### src/hw/rtl/dcms_pkg.sv
// shared types and constants of the dc motor move sequencer
package dcms_pkg;

    // sequencer phases, encoded as they appear in the result word
    typedef enum logic [2:0] {
        PH_IDLE   = 3'd0,
        PH_WAITON = 3'd1,
        PH_MOVETO = 3'd2,
        PH_HOME   = 3'd3,
        PH_MOVING = 3'd4,
        PH_END    = 3'd5
    } phase_t;

    // request kinds carried on the input word
    typedef enum logic [1:0] {
        RQ_NONE    = 2'd0,
        RQ_MOVE    = 2'd1,
        RQ_HOME    = 2'd2,
        RQ_POWERUP = 2'd3
    } req_t;

    // configuration register indexes
    typedef enum logic [1:0] {
        CFG_RUN_WAIT     = 2'd0,
        CFG_POWERUP_WAIT = 2'd1,
        CFG_WAKE_WAIT    = 2'd2,
        CFG_HOME_TARGET  = 2'd3
    } cfg_idx_t;

    // position classes
    localparam logic [1:0] POS_END_B  = 2'd0;
    localparam logic [1:0] POS_TRAVEL = 2'd1;
    localparam logic [1:0] POS_END_A  = 2'd2;

    localparam int          WAIT_WIDTH_DEF    = 8;
    localparam int          CFG_WIDTH         = 8;
    localparam int          TGT_WIDTH         = 4;
    localparam int          ADDR_WIDTH        = 4;
    localparam int          DATA_WIDTH        = 32;
    localparam logic [7:0]  RUN_WAIT_RST      = 8'd31;
    localparam logic [7:0]  POWERUP_WAIT_RST  = 8'd10;
    localparam logic [7:0]  WAKE_WAIT_RST     = 8'd5;
    localparam logic [3:0]  HOME_TARGET_RST   = 4'h1;

endpackage

### src/hw/rtl/dc_motor_move_sequencer_core.sv
// dc motor move sequencer: tick-driven move control with apb register port
// result word: registered from each accepted input word
// throughput: one word per cycle while the result word is taken; the single state update sits
// between the input handshake and the result register, which frees itself when taken
// reset: synchronous active-low aresetn clears phase, request, counters,
// drive lines and power, and restores the register defaults
module dc_motor_move_sequencer_core
    import dcms_pkg::*;
#(
    parameter int WAIT_WIDTH = WAIT_WIDTH_DEF
) (
    input  logic                  aclk,
    input  logic                  aresetn,
    // input channel
    input  logic                  s_tvalid,
    output logic                  s_tready,
    input  logic [7:0]            s_tdata,   // target[3:0], sense_a[4], sense_b[5], zero pad
    input  logic [1:0]            s_tuser,   // req_type[1:0]
    // result channel
    output logic                  m_tvalid,
    input  logic                  m_tready,
    output logic [15:0]           m_tdata,   // drive_fwd[0], drive_rev[1], motor_enable[2],
                                             // driver_power[3], converter_off[4], hv_off[5],
                                             // phase[8:6], position[10:9], zero pad
    // configuration port
    input  logic                  psel,
    input  logic                  penable,
    input  logic                  pwrite,
    input  logic [ADDR_WIDTH-1:0] paddr,
    input  logic [DATA_WIDTH-1:0] pwdata,
    output logic [DATA_WIDTH-1:0] prdata,
    output logic                  pready
);

    // configuration registers
    logic [CFG_WIDTH-1:0]  run_wait_reg;
    logic [CFG_WIDTH-1:0]  powerup_wait_reg;
    logic [CFG_WIDTH-1:0]  wake_wait_reg;
    logic [TGT_WIDTH-1:0]  home_target_reg;

    // sequencer state
    phase_t                phase_reg,   phase_next;
    req_t                  pend_reg,    pend_next;
    logic [WAIT_WIDTH-1:0] wait_reg,    wait_next;
    logic [1:0]            pos_reg,     pos_next;
    logic [TGT_WIDTH-1:0]  target_reg,  target_next;
    logic                  fwd_reg,     fwd_next;
    logic                  rev_reg,     rev_next;
    logic                  enable_reg,  enable_next;
    logic                  power_reg,   power_next;
    logic                  pulse_next;

    // result register
    logic                  m_valid_reg;
    logic [15:0]           m_data_reg;

    logic                  in_accept;
    logic                  cfg_write;
    cfg_idx_t              cfg_idx;
    req_t                  req_in;
    logic [TGT_WIDTH-1:0]  tgt_in;
    logic                  sense_a;
    logic                  sense_b;

    assign pready    = 1'b1;
    assign cfg_write = psel && penable && pwrite;
    assign cfg_idx   = cfg_idx_t'(paddr[3:2]);

    // the result register frees itself in the cycle it is taken
    assign s_tready  = !m_valid_reg || m_tready;
    assign in_accept = s_tvalid && s_tready;
    assign m_tvalid  = m_valid_reg;
    assign m_tdata   = m_data_reg;

    assign req_in  = req_t'(s_tuser);
    assign tgt_in  = s_tdata[3:0];
    assign sense_a = s_tdata[4];
    assign sense_b = s_tdata[5];

    // register read back
    always_comb begin
        case (cfg_idx)
            CFG_RUN_WAIT:     prdata = DATA_WIDTH'(run_wait_reg);
            CFG_POWERUP_WAIT: prdata = DATA_WIDTH'(powerup_wait_reg);
            CFG_WAKE_WAIT:    prdata = DATA_WIDTH'(wake_wait_reg);
            CFG_HOME_TARGET:  prdata = DATA_WIDTH'(home_target_reg);
            default:          prdata = '0;
        endcase
    end

    always_ff @(posedge aclk) begin
        if (!aresetn) begin
            run_wait_reg     <= RUN_WAIT_RST;
            powerup_wait_reg <= POWERUP_WAIT_RST;
            wake_wait_reg    <= WAKE_WAIT_RST;
            home_target_reg  <= HOME_TARGET_RST;
        end else if (cfg_write) begin
            case (cfg_idx)
                CFG_RUN_WAIT:     run_wait_reg     <= pwdata[CFG_WIDTH-1:0];
                CFG_POWERUP_WAIT: powerup_wait_reg <= pwdata[CFG_WIDTH-1:0];
                CFG_WAKE_WAIT:    wake_wait_reg    <= pwdata[CFG_WIDTH-1:0];
                CFG_HOME_TARGET:  home_target_reg  <= pwdata[TGT_WIDTH-1:0];
                default: ;
            endcase
        end
    end

    // one tick of the sequencer
    always_comb begin
        // a new request overwrites the pending one before the tick is processed
        pend_next   = (req_in != RQ_NONE) ? req_in : pend_reg;
        target_next = (req_in == RQ_MOVE) ? tgt_in : target_reg;
        phase_next  = phase_reg;
        wait_next   = wait_reg;
        pos_next    = pos_reg;
        fwd_next    = fwd_reg;
        rev_next    = rev_reg;
        enable_next = enable_reg;
        power_next  = power_reg;
        pulse_next  = 1'b0;

        case (phase_reg)
            PH_IDLE: begin
                if (pend_next == RQ_NONE) begin
                    // leftover wait ticks keep the driver powered
                    if (wait_reg != '0) begin
                        wait_next  = wait_reg - 1'b1;
                        power_next = 1'b1;
                    end else begin
                        power_next = 1'b0;
                    end
                end else begin
                    wait_next  = (pend_next == RQ_POWERUP) ?
                                 WAIT_WIDTH'(powerup_wait_reg) :
                                 WAIT_WIDTH'(wake_wait_reg);
                    power_next = 1'b1;
                    phase_next = PH_WAITON;
                end
            end
            PH_WAITON: begin
                if (wait_reg != '0) begin
                    wait_next = wait_reg - 1'b1;
                end else begin
                    case (pend_next)
                        RQ_MOVE:  phase_next = PH_MOVETO;
                        RQ_NONE:  phase_next = PH_IDLE;
                        default:  phase_next = PH_HOME;
                    endcase
                    pend_next = RQ_NONE;
                end
            end
            PH_MOVETO, PH_HOME: begin
                if (phase_reg == PH_HOME) begin
                    target_next = home_target_reg;
                end
                fwd_next    = target_next[0];
                rev_next    = !target_next[0];
                enable_next = 1'b1;
                wait_next   = WAIT_WIDTH'(run_wait_reg);
                phase_next  = PH_MOVING;
            end
            PH_MOVING: begin
                // both pins high keeps the last class
                if (!sense_a && sense_b) begin
                    pos_next = POS_END_B;
                end else if (!sense_a && !sense_b) begin
                    pos_next = POS_TRAVEL;
                end else if (sense_a && !sense_b) begin
                    pos_next = POS_END_A;
                end
                if (pos_next == POS_TRAVEL && wait_reg != '0) begin
                    wait_next = wait_reg - 1'b1;
                end else begin
                    phase_next = PH_END;
                    fwd_next   = 1'b0;
                    rev_next   = 1'b0;
                    pulse_next = 1'b1;
                end
            end
            PH_END: begin
                enable_next = 1'b0;
                phase_next  = PH_IDLE;
            end
            default: begin
                phase_next = PH_IDLE;
            end
        endcase
    end

    always_ff @(posedge aclk) begin
        if (!aresetn) begin
            phase_reg  <= PH_IDLE;
            pend_reg   <= RQ_NONE;
            wait_reg   <= '0;
            pos_reg    <= POS_END_B;
            target_reg <= '0;
            fwd_reg    <= 1'b0;
            rev_reg    <= 1'b0;
            enable_reg <= 1'b0;
            power_reg  <= 1'b0;
        end else if (in_accept) begin
            phase_reg  <= phase_next;
            pend_reg   <= pend_next;
            wait_reg   <= wait_next;
            pos_reg    <= pos_next;
            target_reg <= target_next;
            fwd_reg    <= fwd_next;
            rev_reg    <= rev_next;
            enable_reg <= enable_next;
            power_reg  <= power_next;
        end
    end

    // result word register
    always_ff @(posedge aclk) begin
        if (!aresetn) begin
            m_valid_reg <= 1'b0;
        end else if (in_accept) begin
            m_valid_reg <= 1'b1;
        end else if (m_tready) begin
            m_valid_reg <= 1'b0;
        end
    end

    always_ff @(posedge aclk) begin
        if (in_accept) begin
            m_data_reg <= {5'b0, pos_next, phase_next, pulse_next, pulse_next,
                           power_next, enable_next, rev_next, fwd_next};
        end
    end

    // both direction lines are never driven together
    assert property (@(posedge aclk) disable iff (!aresetn) !(fwd_reg && rev_reg))
        else $error("both direction lines high");

    // the end phase has already released the direction lines
    assert property (@(posedge aclk) disable iff (!aresetn)
        (phase_reg == PH_END) |-> (!fwd_reg && !rev_reg))
        else $error("direction line still driven in end phase");

    // the bridge stays enabled throughout motion
    assert property (@(posedge aclk) disable iff (!aresetn)
        (phase_reg == PH_MOVING) |-> enable_reg)
        else $error("moving without bridge enable");

    // an accepted word always yields a pending result
    assert property (@(posedge aclk) disable iff (!aresetn) in_accept |=> m_valid_reg)
        else $error("accepted word produced no result");

    // a stop pulse in the result word comes only with the end phase
    assert property (@(posedge aclk) disable iff (!aresetn)
        (m_valid_reg && m_data_reg[4]) |-> (m_data_reg[8:6] == PH_END))
        else $error("stop pulse outside end phase");

endmodule
### config.mk
export PLATFORM = sky130hd
export DESIGN_NAME = dc_motor_move_sequencer_core
export DESIGN_NICKNAME = d
export VERILOG_FILES = /design/src/hw/rtl/dcms_pkg.sv /design/src/hw/rtl/dc_motor_move_sequencer_core.sv
export SDC_FILE = /design/constraint.sdc
export NUM_CORES = 1
export LEC_CHECK = 0
export CAP_MARGIN = 10
export CELL_PAD_IN_SITES_DETAIL_PLACEMENT = 1
export CELL_PAD_IN_SITES_GLOBAL_PLACEMENT = 1
export CORE_UTILIZATION = 30
export CTS_BUF_LIST = sky130_fd_sc_hd__clkbuf_8 sky130_fd_sc_hd__clkbuf_16
export CTS_CLUSTER_DIAMETER = 150
export CTS_CLUSTER_SIZE = 20
export DETAILED_ROUTE_END_ITERATION = 7
export DONT_BUFFER_PORTS = 1
export PLACE_DENSITY = 0.63
export SLEW_MARGIN = 40
export SYNTH_ARGS = -nofsm -noshare
export SYNTH_HDL_FRONTEND = slang
export SYNTH_SLANG_ARGS = --single-unit
### constraint.sdc
create_clock -name aclk -period 5.8 [get_ports aclk]
set_input_delay 0.29 -clock aclk [delete_from_list [all_inputs] [get_ports aclk]]
set_output_delay 0.29 -clock aclk [all_outputs]
set_load 0.02 [all_outputs]
Word level (Yosys, flattened, before mapping)
Cells that the tools add are included.
- output and inout bits: 51
- bits in latches: 0
- register bits after elaboration: 63
- memories: 0
- bits of input ports: 53
- ROM bits: 0
- word-level logic and storage cells: 89
- bits in writable memories: 0
- add/sub/neg operators: 1
- $mul: 0
- reductions and logical operators: 25
- eq/ne operators: 13
- div/mod/pow operators: 0
- shifts and indexed selects: 0
- muxes and demuxes: 35
- order comparisons: 0
- bitwise operators: 0
- operators by type and width (operator ; number):
    one-hot mux 32 bit (4 select lines) ; 1
    two-way mux 8 bit ; 4
    one-hot mux 8 bit (4 select lines) ; 1
    two-way mux 2 bit ; 8
    two-way mux 4 bit ; 4
    one-hot mux 3 bit (4 select lines) ; 1
    two-way mux 1 bit ; 9
    two-way mux 3 bit ; 3
    equality test 2 x 1 -> 1 bit (second input constant) ; 4
    AND reduction 2 bit ; 4
    nonzero test 8 bit ; 1
    subtractor 8 x 1 -> 8 bit (second input constant) ; 1
    logical AND 1 bit ; 7
    equality test 2 bit (second input constant) ; 3
    equality test 3 x 2 -> 1 bit (second input constant) ; 2
    equality test 3 bit (second input constant) ; 2
    one-hot mux 1 bit (2 select lines) ; 3
    zero test 1 bit ; 4
    zero test 2 bit ; 2
    one-hot mux 2 bit (2 select lines) ; 1
    nonzero test 2 bit ; 2
    nonzero test 4 bit ; 1
    equality test 3 x 1 -> 1 bit (second input constant) ; 1
    zero test 3 bit ; 1
    other kinds (4) ; 4

Logic depth before layout (Yosys ltp)
Gate-level depths: netlist of the first run.
- depth after elaboration: 10
- mapped depth: 8
- gate-level depth less buffers: 7

Worst setup path before layout of the first run
OpenSTA, ideal clock, no wires.
- path kind: flip-flop to flip-flop
- start point: register wait_reg[0]
- end point: register wait_reg[6]
- period minus slack after synthesis: 1.968 ns
- library setup time: 0.119 ns
- setup slack: 3.832 ns
- path buffers: 1
- required time: 5.681 ns
- stages on the path, launching flop included: 9
- data arrival time: 1.849 ns
- path through: dfxtp_1 -> inv_1 -> ha_1 -> or3b_1 -> buf_2 -> o31a_1 -> a211oi_1 -> o311ai_1 -> o221a_1
- word-level cells in the longest chain between the ends: 4
- elaborated cells on any way between the ends: 9
- classes of those cells: add/sub: 1; eq/ne: 1; mux: 4; reduce/logical: 3
- RTL lines (what ; line ; RTL):
    start, declared ; dc_motor_move_sequencer_core.sv:44 ; logic [WAIT_WIDTH-1:0] wait_reg, wait_next;
    start signal, assigned ; dc_motor_move_sequencer_core.sv:204 ; wait_reg <= wait_next;
    subtractor 8 x 1 -> 8 bit / nonzero test 8 bit (equally long branches) ; -- ;
    two-way mux 8 bit / logical AND 1 bit (equally long branches) ; dc_motor_move_sequencer_core.sv:126, dc_motor_move_sequencer_core.sv:141, dc_motor_move_sequencer_core.sv:171 ;
    two-way mux 8 bit / inequality test 2 bit (equally long branches) ; -- ;
    one-hot mux 8 bit (4 select lines) / AND reduction 3 bit (equally long branches) ; -- ;
Parallel ways exist; a longest one is shown, timed or not. The select of a mux whose other input is x is not followed.
A chain may end at the register's enable or synchronous reset.

Final worst setup path of the first run
- start point: register wait_reg[0]
- end point: register wait_reg[4]
Same word-level chain as after synthesis.

==> results of run 1 <==
==> routing by layer <==
layer  global-route usage  vias to the layer above  share of wire
met3              0.05291                       12          0.049
met2               0.2866                       59           0.47
met5                    0                        -              0
met1               0.2195                     1397           0.47
li1                     -                     1390              -
met4              0.05357                        0          0.013
==> cell usage in the layout (no fill, tap or decap), types with 3 or more instances in the layout <==
cell                        synthesis  final
sky130_fd_sc_hd__dfxtp_1           49     49
sky130_fd_sc_hd__nor3_1             6      5
sky130_fd_sc_hd__a21oi_1           30     30
sky130_fd_sc_hd__o2bb2ai_1          3      3
sky130_fd_sc_hd__xnor2_1            4      4
sky130_fd_sc_hd__nor2_1            30     30
sky130_fd_sc_hd__a22oi_1            3      3
sky130_fd_sc_hd__nand2_1           53     53
sky130_fd_sc_hd__o31ai_1            3      3
sky130_fd_sc_hd__clkinv_2           0      3
sky130_fd_sc_hd__a211o_1            3      3
sky130_fd_sc_hd__or4_4              3      3
sky130_fd_sc_hd__nand2b_1           6      6
sky130_fd_sc_hd__mux2i_1           20     20
sky130_fd_sc_hd__and2_1             6      6
sky130_fd_sc_hd__conb_1             2     30
sky130_fd_sc_hd__mux4_2             4      4
sky130_fd_sc_hd__nand3_1           19     19
sky130_fd_sc_hd__a311oi_1           6      6
sky130_fd_sc_hd__xor2_1             3      3
sky130_fd_sc_hd__edfxtp_1          10     10
sky130_fd_sc_hd__inv_1              6      6
sky130_fd_sc_hd__o21ai_1            7      7
sky130_fd_sc_hd__o21ai_0           13     13
sky130_fd_sc_hd__a211oi_1           7      7
sky130_fd_sc_hd__clkbuf_16          0     10
sky130_fd_sc_hd__o211ai_1           3      3
==> final timing paths <==
path                                           end  cells after the start  slack, ps
setup / recovery          wait_reg[4]$_SDFFE_PN0P_                      7       3280
hold / removal       wake_wait_reg[0]$_SDFFE_PN1P_                      1         30
setup reg to reg          wait_reg[4]$_SDFFE_PN0P_                      7       3280
hold reg to reg   powerup_wait_reg[2]$_SDFFE_PN0P_                      2        480
==> worst reg2reg max path, delay by kind of cell, from the launching register on <==
family | cells | cell delay (ps)
AO/OA/AOI/OAI | 3 | 1060
buffers and inverters | 1 | 130
flip-flops | 1 | 440
AND/OR/NAND/NOR | 2 | 520
adder cells (fa/ha/maj) | 1 | 250
==> metrics by stage <==
| step | cell area, µm² | setup WS, ps |
|---|---|---|
| 2_1_floorplan | 3623 | 3832 |
| 3_3_place_gp | 3467 | 3364 |
| 3_5_place_dp | 3476 | 3304 |
| 4_1_cts | 3811 | 3290 |
| 5_1_grt | 3811 | 3201 |
| 6_report | 3811 | 3280 |
==> power by group <==
group / switching, W / internal, W / total (W)
clock: 0.000196 / 0.000401 / 0.000597
sequential: 0.0000302 / 0.000435 / 0.000466
combinational: 0.000114 / 0.0000686 / 0.000183
total: 0.000341 / 0.000905 / 0.00125
==> area by class of cell <==
cell class | count | area, µm²
clock inverter | 6 | 85.08
tap | 143 | 178.9
inverter | 8 | 31.28
fill | 1350 | 7607
clock buffer | 10 | 250.2
sequential | 59 | 1281
timing repair buffer | 1 | 7.507
multi-input combinational | 313 | 1977
==> kinds of logic after synthesis <==
kind of cell             share of synthesized area
AO/OA/AOI/OAI                               0.1945
flip-flops                                  0.3642
other                                     0.002135
XOR/XNOR                                   0.01743
multiplexers                               0.09957
AND/OR/NAND/NOR                             0.2127
adder cells (fa/ha/maj)                   0.003556
buffers and inverters                       0.1060
==> flow_results.xml, run 1 <==
<?xml version="1.0" encoding="UTF-8"?>
<metrics>
  <group name="timing">
    <metric name="final.min_clock_period" unit="ps">2520</metric>
    <metric name="final-setup-viol-count" unit="">0</metric>
    <metric name="hold_slack" unit="ps">27.10</metric>
    <metric name="totalNegativeSetupSlack" unit="ps">0</metric>
    <metric name="fmax" unit="MHz">396.8</metric>
    <metric name="maxSlewHeadroom" unit="">0.5129</metric>
    <metric name="max_slew.worst_pin.slew" unit="ps">728.0</metric>
    <metric name="final-max-slew-violation-count" unit="">0</metric>
    <metric name="rsz0062_at_grt" unit="">false</metric>
    <metric name="final.setup_skew" unit="ps">4.529</metric>
    <metric name="timing.final.crit_share" unit="">0.4345</metric>
    <metric name="final_hold_viols" unit="">0</metric>
  </group>
  <group name="critical_path">
    <metric name="regToRegStartpoint" unit="">wait_reg[0]$_SDFFE_PN0P_</metric>
    <metric name="worst_setup_path_startpoint" unit="">wait_reg[0]$_SDFFE_PN0P_</metric>
    <metric name="crit_path_cell_trace" unit="">inv_1, ha_1, or3b_1, nor2_2, o21ai_1, o211ai_1, o221a_1</metric>
    <metric name="worst_path_largest_cell_delay" unit="ps">540</metric>
    <metric name="cp.buffers_inverters" unit="">1</metric>
    <metric name="critical_path_peak_fanout" unit="">8</metric>
    <metric name="critPathCaptureType" unit="">register</metric>
    <metric name="worstSetupStartpointType" unit="">register</metric>
    <metric name="worst_path_max_delay_cell" unit="">sky130_fd_sc_hd__o21ai_1</metric>
    <metric name="path_class" unit="">reg -&gt; reg</metric>
    <metric name="worst_ep_required_time" unit="ps">6020</metric>
    <metric name="crit_arrival" unit="ps">2740</metric>
    <metric name="critPathTopFamily" unit="">compound AO/OA/AOI/OAI gates</metric>
  </group>
  <group name="min_path">
    <metric name="worstHoldStart" unit="">aresetn</metric>
    <metric name="min-delay-path-class" unit="">in -&gt; reg</metric>
  </group>
  <group name="die">
    <metric name="die_h" unit="µm">110.3</metric>
    <metric name="dieWidth" unit="µm">110.3</metric>
    <metric name="fp.coreArea" unit="mm²">0.01142</metric>
    <metric name="floorplan.initialDensity" unit="">0.3081</metric>
    <metric name="design.die.area" unit="mm²">0.01217</metric>
    <metric name="io_pins" unit="">104</metric>
    <metric name="floorplan.rows" unit="">39</metric>
  </group>
  <group name="power">
    <metric name="ir_worst_vdd" unit="µV">265.5</metric>
    <metric name="post-layout-total-power" unit="W">0.001246</metric>
    <metric name="powerDensity" unit="mW/mm²">326.8</metric>
    <metric name="leakage" unit="nW">1.443</metric>
  </group>
  <group name="route">
    <metric name="detail_route.first_pass.iterations" unit="">4</metric>
    <metric name="wl_per_cell" unit="µm">18.24</metric>
    <metric name="route.vias.total" unit="">2858</metric>
    <metric name="first_iter_violations" unit="">149</metric>
    <metric name="detail-route-antenna-nets" unit="">0</metric>
    <metric name="drt_drc_violations_left" unit="">0</metric>
    <metric name="drt-vias-per-instance" unit="">5.293</metric>
    <metric name="totalWireLength" unit="µm">9848</metric>
  </group>
  <group name="clocking">
    <metric name="cts-hold-fix-buffers" unit="">0</metric>
    <metric name="cts_post_setup_buffers_inserted" unit="">0</metric>
    <metric name="clock_tree_from_tritoncts" unit="">built</metric>
    <metric name="numClockSinks" unit="">59</metric>
    <metric name="clockBufferDepth" unit="">2</metric>
    <metric name="htree_num_levels" unit="">3</metric>
    <metric name="clock_latency" unit="ps">330</metric>
    <metric name="clk_transition_reported_paths" unit="ps">50</metric>
    <metric name="cts_buffers" unit="">9</metric>
    <metric name="clock-root-buffer" unit="">sky130_fd_sc_hd__clkbuf_16</metric>
    <metric name="cts_resized" unit="">0</metric>
  </group>
  <group name="synthesis">
    <metric name="netlist_area" unit="mm²">0.003518</metric>
    <metric name="postSynth.asyncResetShare" unit="">0</metric>
    <metric name="yosys-top-cells-count" unit="">53 x sky130_fd_sc_hd__nand2_1, 49 x sky130_fd_sc_hd__dfxtp_1, 31 x sky130_fd_sc_hd__buf_4, 30 x sky130_fd_sc_hd__a21oi_1, 30 x sky130_fd_sc_hd__nor2_1</metric>
    <metric name="synth_most_common_cell" unit="">sky130_fd_sc_hd__nand2_1</metric>
    <metric name="synth_area_per_cell" unit="µm²">8.645</metric>
    <metric name="yosysWarningCount" unit="">0</metric>
    <metric name="synth.ff_latch_count" unit="">59</metric>
    <metric name="synth.largest_area_cell" unit="">sky130_fd_sc_hd__dfxtp_1</metric>
    <metric name="postSynthCellCount" unit="">407</metric>
    <metric name="synth_area_leaders" unit="">sky130_fd_sc_hd__dfxtp_1 28%, sky130_fd_sc_hd__edfxtp_1 8.5%, sky130_fd_sc_hd__buf_4 6.6%, sky130_fd_sc_hd__mux2i_1 5.7%, sky130_fd_sc_hd__nand2_1 5.7%</metric>
    <metric name="synth_seq_area_share" unit="">0.3642</metric>
    <metric name="postSynth.topFlopCell" unit="">sky130_fd_sc_hd__dfxtp_1</metric>
    <metric name="synth.top_cell.area_share" unit="">0.2788</metric>
    <metric name="edff_count_synth" unit="">10</metric>
    <metric name="yosysUniqueCellTypes" unit="">68</metric>
  </group>
  <group name="cells_and_area">
    <metric name="largest_reg_flops" unit="">10</metric>
    <metric name="layout-drive-gt1-share" unit="">0.1058</metric>
    <metric name="fin_cells" unit="">540</metric>
    <metric name="antenna_cells_inserted" unit="">0</metric>
    <metric name="final_core_utilization" unit="">0.3338</metric>
    <metric name="layout-area-overhead-vs-synth" unit="%">8.322</metric>
    <metric name="num-nets-final" unit="">446</metric>
  </group>
  <group name="global_routing">
    <metric name="grt_first_pass_wirelength" unit="µm">15880</metric>
    <metric name="remaining_overflow_grt" unit="">0</metric>
    <metric name="grtUsageTotal" unit="">0.1749</metric>
    <metric name="first_global_vias" unit="">2930</metric>
    <metric name="grt_max_degree" unit="">36</metric>
    <metric name="grt_antenna_before_repair" unit="">0</metric>
  </group>
  <group name="place">
    <metric name="gp_congestion" unit="">0.7629</metric>
    <metric name="dp_hpwl" unit="µm">7067</metric>
    <metric name="io_buffer_count" unit="">0</metric>
    <metric name="dp.cells" unit="">524</metric>
  </group>
  <group name="run_status">
    <metric name="status" unit="">complete, no violations</metric>
  </group>
  <group name="job">
    <metric name="max_cap_viol_count" unit="">0</metric>
  </group>
</metrics>
Note: power is estimated with default switching activity, not from simulation.
==> run 2, diff against run 1 <==
Clock period 5.8 ns to 2.5 ns, I/O delays scaled along.
==> run 2 against run 1 <==
Against the previous run:
- routed wire length increased by 3.8%
- count of clock-buffer cells in the layout is 3 higher
- flip-flop and latch count unchanged
- critical path depth is the same
- register-to-register slack got worse by 3100 ps
- worst hold slack worse by 5.9 ps
- sequential share of layout area is 1.5 points lower
- setup slack lost 3100 ps
- critical path type unchanged
- largest cell class unchanged
==> flow_results.xml, run 2 (synthesis gave the netlist of run 1 again) <==
<?xml version="1.0" encoding="UTF-8"?>
<metrics>
  <group name="run_status">
    <metric name="status" unit="">complete, no violations</metric>
  </group>
  <group name="die">
    <metric name="io_pins" unit="">104</metric>
    <metric name="floorplan.rows" unit="">39</metric>
    <metric name="design.die.area" unit="mm²">0.01217</metric>
    <metric name="fp.coreArea" unit="mm²">0.01142</metric>
    <metric name="die_h" unit="µm">110.3</metric>
    <metric name="dieWidth" unit="µm">110.3</metric>
    <metric name="floorplan.initialDensity" unit="">0.3081</metric>
  </group>
  <group name="clocking">
    <metric name="cts_resized" unit="">0</metric>
    <metric name="clockBufferDepth" unit="">2</metric>
    <metric name="cts_post_setup_buffers_inserted" unit="">0</metric>
    <metric name="numClockSinks" unit="">59</metric>
    <metric name="clk_transition_reported_paths" unit="ps">50</metric>
    <metric name="clock_latency" unit="ps">330</metric>
    <metric name="clock_tree_from_tritoncts" unit="">built</metric>
    <metric name="htree_num_levels" unit="">3</metric>
    <metric name="clock-root-buffer" unit="">sky130_fd_sc_hd__clkbuf_16</metric>
    <metric name="cts_buffers" unit="">9</metric>
  </group>
  <group name="power">
    <metric name="p_seq_frac" unit="">0.386</metric>
    <metric name="leakage" unit="nW">1.529</metric>
    <metric name="pwr-share-comb" unit="">0.167</metric>
    <metric name="total_switching_power" unit="W">0.0007903</metric>
    <metric name="ir_worst_vdd" unit="µV">433.8</metric>
    <metric name="internal-power" unit="W">0.002001</metric>
    <metric name="power.share.switching" unit="">0.2831</metric>
    <metric name="post-layout-total-power" unit="W">0.002791</metric>
    <metric name="powerDensity" unit="mW/mm²">700.5</metric>
    <metric name="clockPowerShare" unit="">0.447</metric>
  </group>
  <group name="place">
    <metric name="gp_congestion" unit="">0.7932</metric>
    <metric name="io_buffer_count" unit="">0</metric>
    <metric name="detailedPlace.worstSlack" unit="ps">206.4</metric>
    <metric name="dp_hpwl" unit="µm">7175</metric>
  </group>
  <group name="timing">
    <metric name="final-setup-viol-count" unit="">0</metric>
    <metric name="final-max-slew-violation-count" unit="">0</metric>
    <metric name="fmax" unit="MHz">424.9</metric>
    <metric name="timing.final.crit_share" unit="">0.9413</metric>
    <metric name="rsz0062_at_grt" unit="">false</metric>
    <metric name="max_slew.worst_pin.slew" unit="ps">683.6</metric>
    <metric name="final_hold_viols" unit="">0</metric>
    <metric name="totalNegativeSetupSlack" unit="ps">0</metric>
    <metric name="final.min_clock_period" unit="ps">2353</metric>
    <metric name="final.setup.worst_slack" unit="ps">146.6</metric>
    <metric name="maxSlewHeadroom" unit="">0.5394</metric>
    <metric name="final.setup_skew" unit="ps">5.535</metric>
    <metric name="hold_slack" unit="ps">21.20</metric>
  </group>
  <group name="global_routing">
    <metric name="grt_max_degree" unit="">36</metric>
    <metric name="remaining_overflow_grt" unit="">0</metric>
    <metric name="first_global_vias" unit="">2949</metric>
    <metric name="grt_first_pass_wirelength" unit="µm">16210</metric>
    <metric name="grt_antenna_before_repair" unit="">0</metric>
    <metric name="grtUsageTotal" unit="">0.1803</metric>
  </group>
  <group name="critical_path">
    <metric name="crit_arrival" unit="ps">2580</metric>
    <metric name="critical_path_peak_fanout" unit="">7</metric>
    <metric name="critPathCaptureType" unit="">register</metric>
    <metric name="path_class" unit="">reg -&gt; reg</metric>
    <metric name="worst_path_largest_cell_delay" unit="ps">550</metric>
    <metric name="crit_path_cell_trace" unit="">inv_1, ha_1, or3b_1, nor2_2, o21ai_1, a21oi_1, a311oi_1</metric>
    <metric name="worst_ep_required_time" unit="ps">2720</metric>
    <metric name="worstSetupStartpointType" unit="">register</metric>
    <metric name="worst_path_max_delay_cell" unit="">sky130_fd_sc_hd__o21ai_1</metric>
  </group>
  <group name="cells_and_area">
    <metric name="num-nets-final" unit="">469</metric>
    <metric name="final_cell_mix" unit="">53 x sky130_fd_sc_hd__nand2_1, 49 x sky130_fd_sc_hd__dfxtp_1, 30 x sky130_fd_sc_hd__nor2_1, 30 x sky130_fd_sc_hd__a21oi_1, 30 x sky130_fd_sc_hd__conb_1</metric>
    <metric name="antenna_cells_inserted" unit="">0</metric>
    <metric name="layout-area-overhead-vs-synth" unit="%">13.26</metric>
    <metric name="largest_reg_flops" unit="">10</metric>
    <metric name="final_core_utilization" unit="">0.3490</metric>
    <metric name="layout.cells.most_common" unit="">sky130_fd_sc_hd__nand2_1</metric>
    <metric name="layout-drive-gt1-share" unit="">0.1119</metric>
  </group>
  <group name="route">
    <metric name="wl_per_cell" unit="µm">18.15</metric>
    <metric name="route.vias.total" unit="">3008</metric>
    <metric name="drt-vias-per-instance" unit="">5.343</metric>
    <metric name="detail_route.first_pass.iterations" unit="">4</metric>
    <metric name="totalWireLength" unit="µm">10220</metric>
    <metric name="detail-route-antenna-nets" unit="">0</metric>
    <metric name="drt_drc_violations_left" unit="">0</metric>
    <metric name="first_iter_violations" unit="">157</metric>
  </group>
  <group name="min_path">
    <metric name="min-delay-path-class" unit="">in -&gt; reg</metric>
  </group>
  <group name="job">
    <metric name="max_cap_viol_count" unit="">0</metric>
  </group>
</metrics>
run 2: layer usage:
| layer | global-route usage | vias up | wire length (µm) |
|---|---|---|---|
| met3 | 0.04879 | 15 | 492 |
| met5 | 0 | - | 0 |
| li1 | - | 1437 | - |
| met2 | 0.2844 | 70 | 4868 |
| met1 | 0.2311 | 1486 | 4666 |
| met4 | 0.07519 | 0 | 193 |
run 2: critical path: cells and delay by family (launching register included):
family | cells | cell delay [ps]
DFF | 1 | 420
AOI/OAI and AO/OA | 3 | 1070
adders and majority gates | 1 | 250
buffers and inverters | 1 | 120
and+or+nand+nor | 2 | 400
run 2: worst paths after layout:
check	start	to	slack, ps	cells after the start
hold / removal	s_tdata[4]	m_tdata[10]$_DFFE_PP_	20	1
setup / recovery	wait_reg[0]$_SDFFE_PN0P_	wait_reg[2]$_SDFFE_PN0P_	150	7
hold reg to reg	powerup_wait_reg[4]$_SDFFE_PN0P_	powerup_wait_reg[4]$_SDFFE_PN0P_	470	2
setup reg to reg	wait_reg[0]$_SDFFE_PN0P_	wait_reg[2]$_SDFFE_PN0P_	150	7
run 2: power groups by stage:
stage	Sequential (W)	Combinational, W	Clock [W]
global route	0.00108	0.000512	0.00132
floorplan	0.00107	0.000410	0
global placement	0.00109	0.000429	0
detailed placement	0.00110	0.000436	0
CTS	0.00108	0.000467	0.00127
finish	0.00108	0.000467	0.00125
run 2: final cells by class:
| class | instances | area, µm² |
|---|---|---|
| clock buffer | 13 | 291.5 |
| timing repair buffer | 24 | 217.7 |
| clock inverter | 3 | 16.27 |
| tap | 143 | 178.9 |
| fill | 1352 | 7433 |
| sequential | 59 | 1281 |
| multi-input combinational | 313 | 1969 |
| inverter | 8 | 30.03 |
run 2: what timing repair did:
action | in CTS | in global routing
hold buffers | 15 | 0
endpoints found under the hold margin | 35 | 0
setup endpoints to repair | 0 | 0
run 2: metrics by stage:
| stage | cell area [µm²] | instances |
|---|---|---|
| after CTS | 3985 | 563 |
| after floorplan | 3623 | 435 |
| after detailed placement | 3527 | 532 |
| final | 3985 | 563 |
| after global routing | 3985 | 563 |
| after global placement | 3527 | 532 |
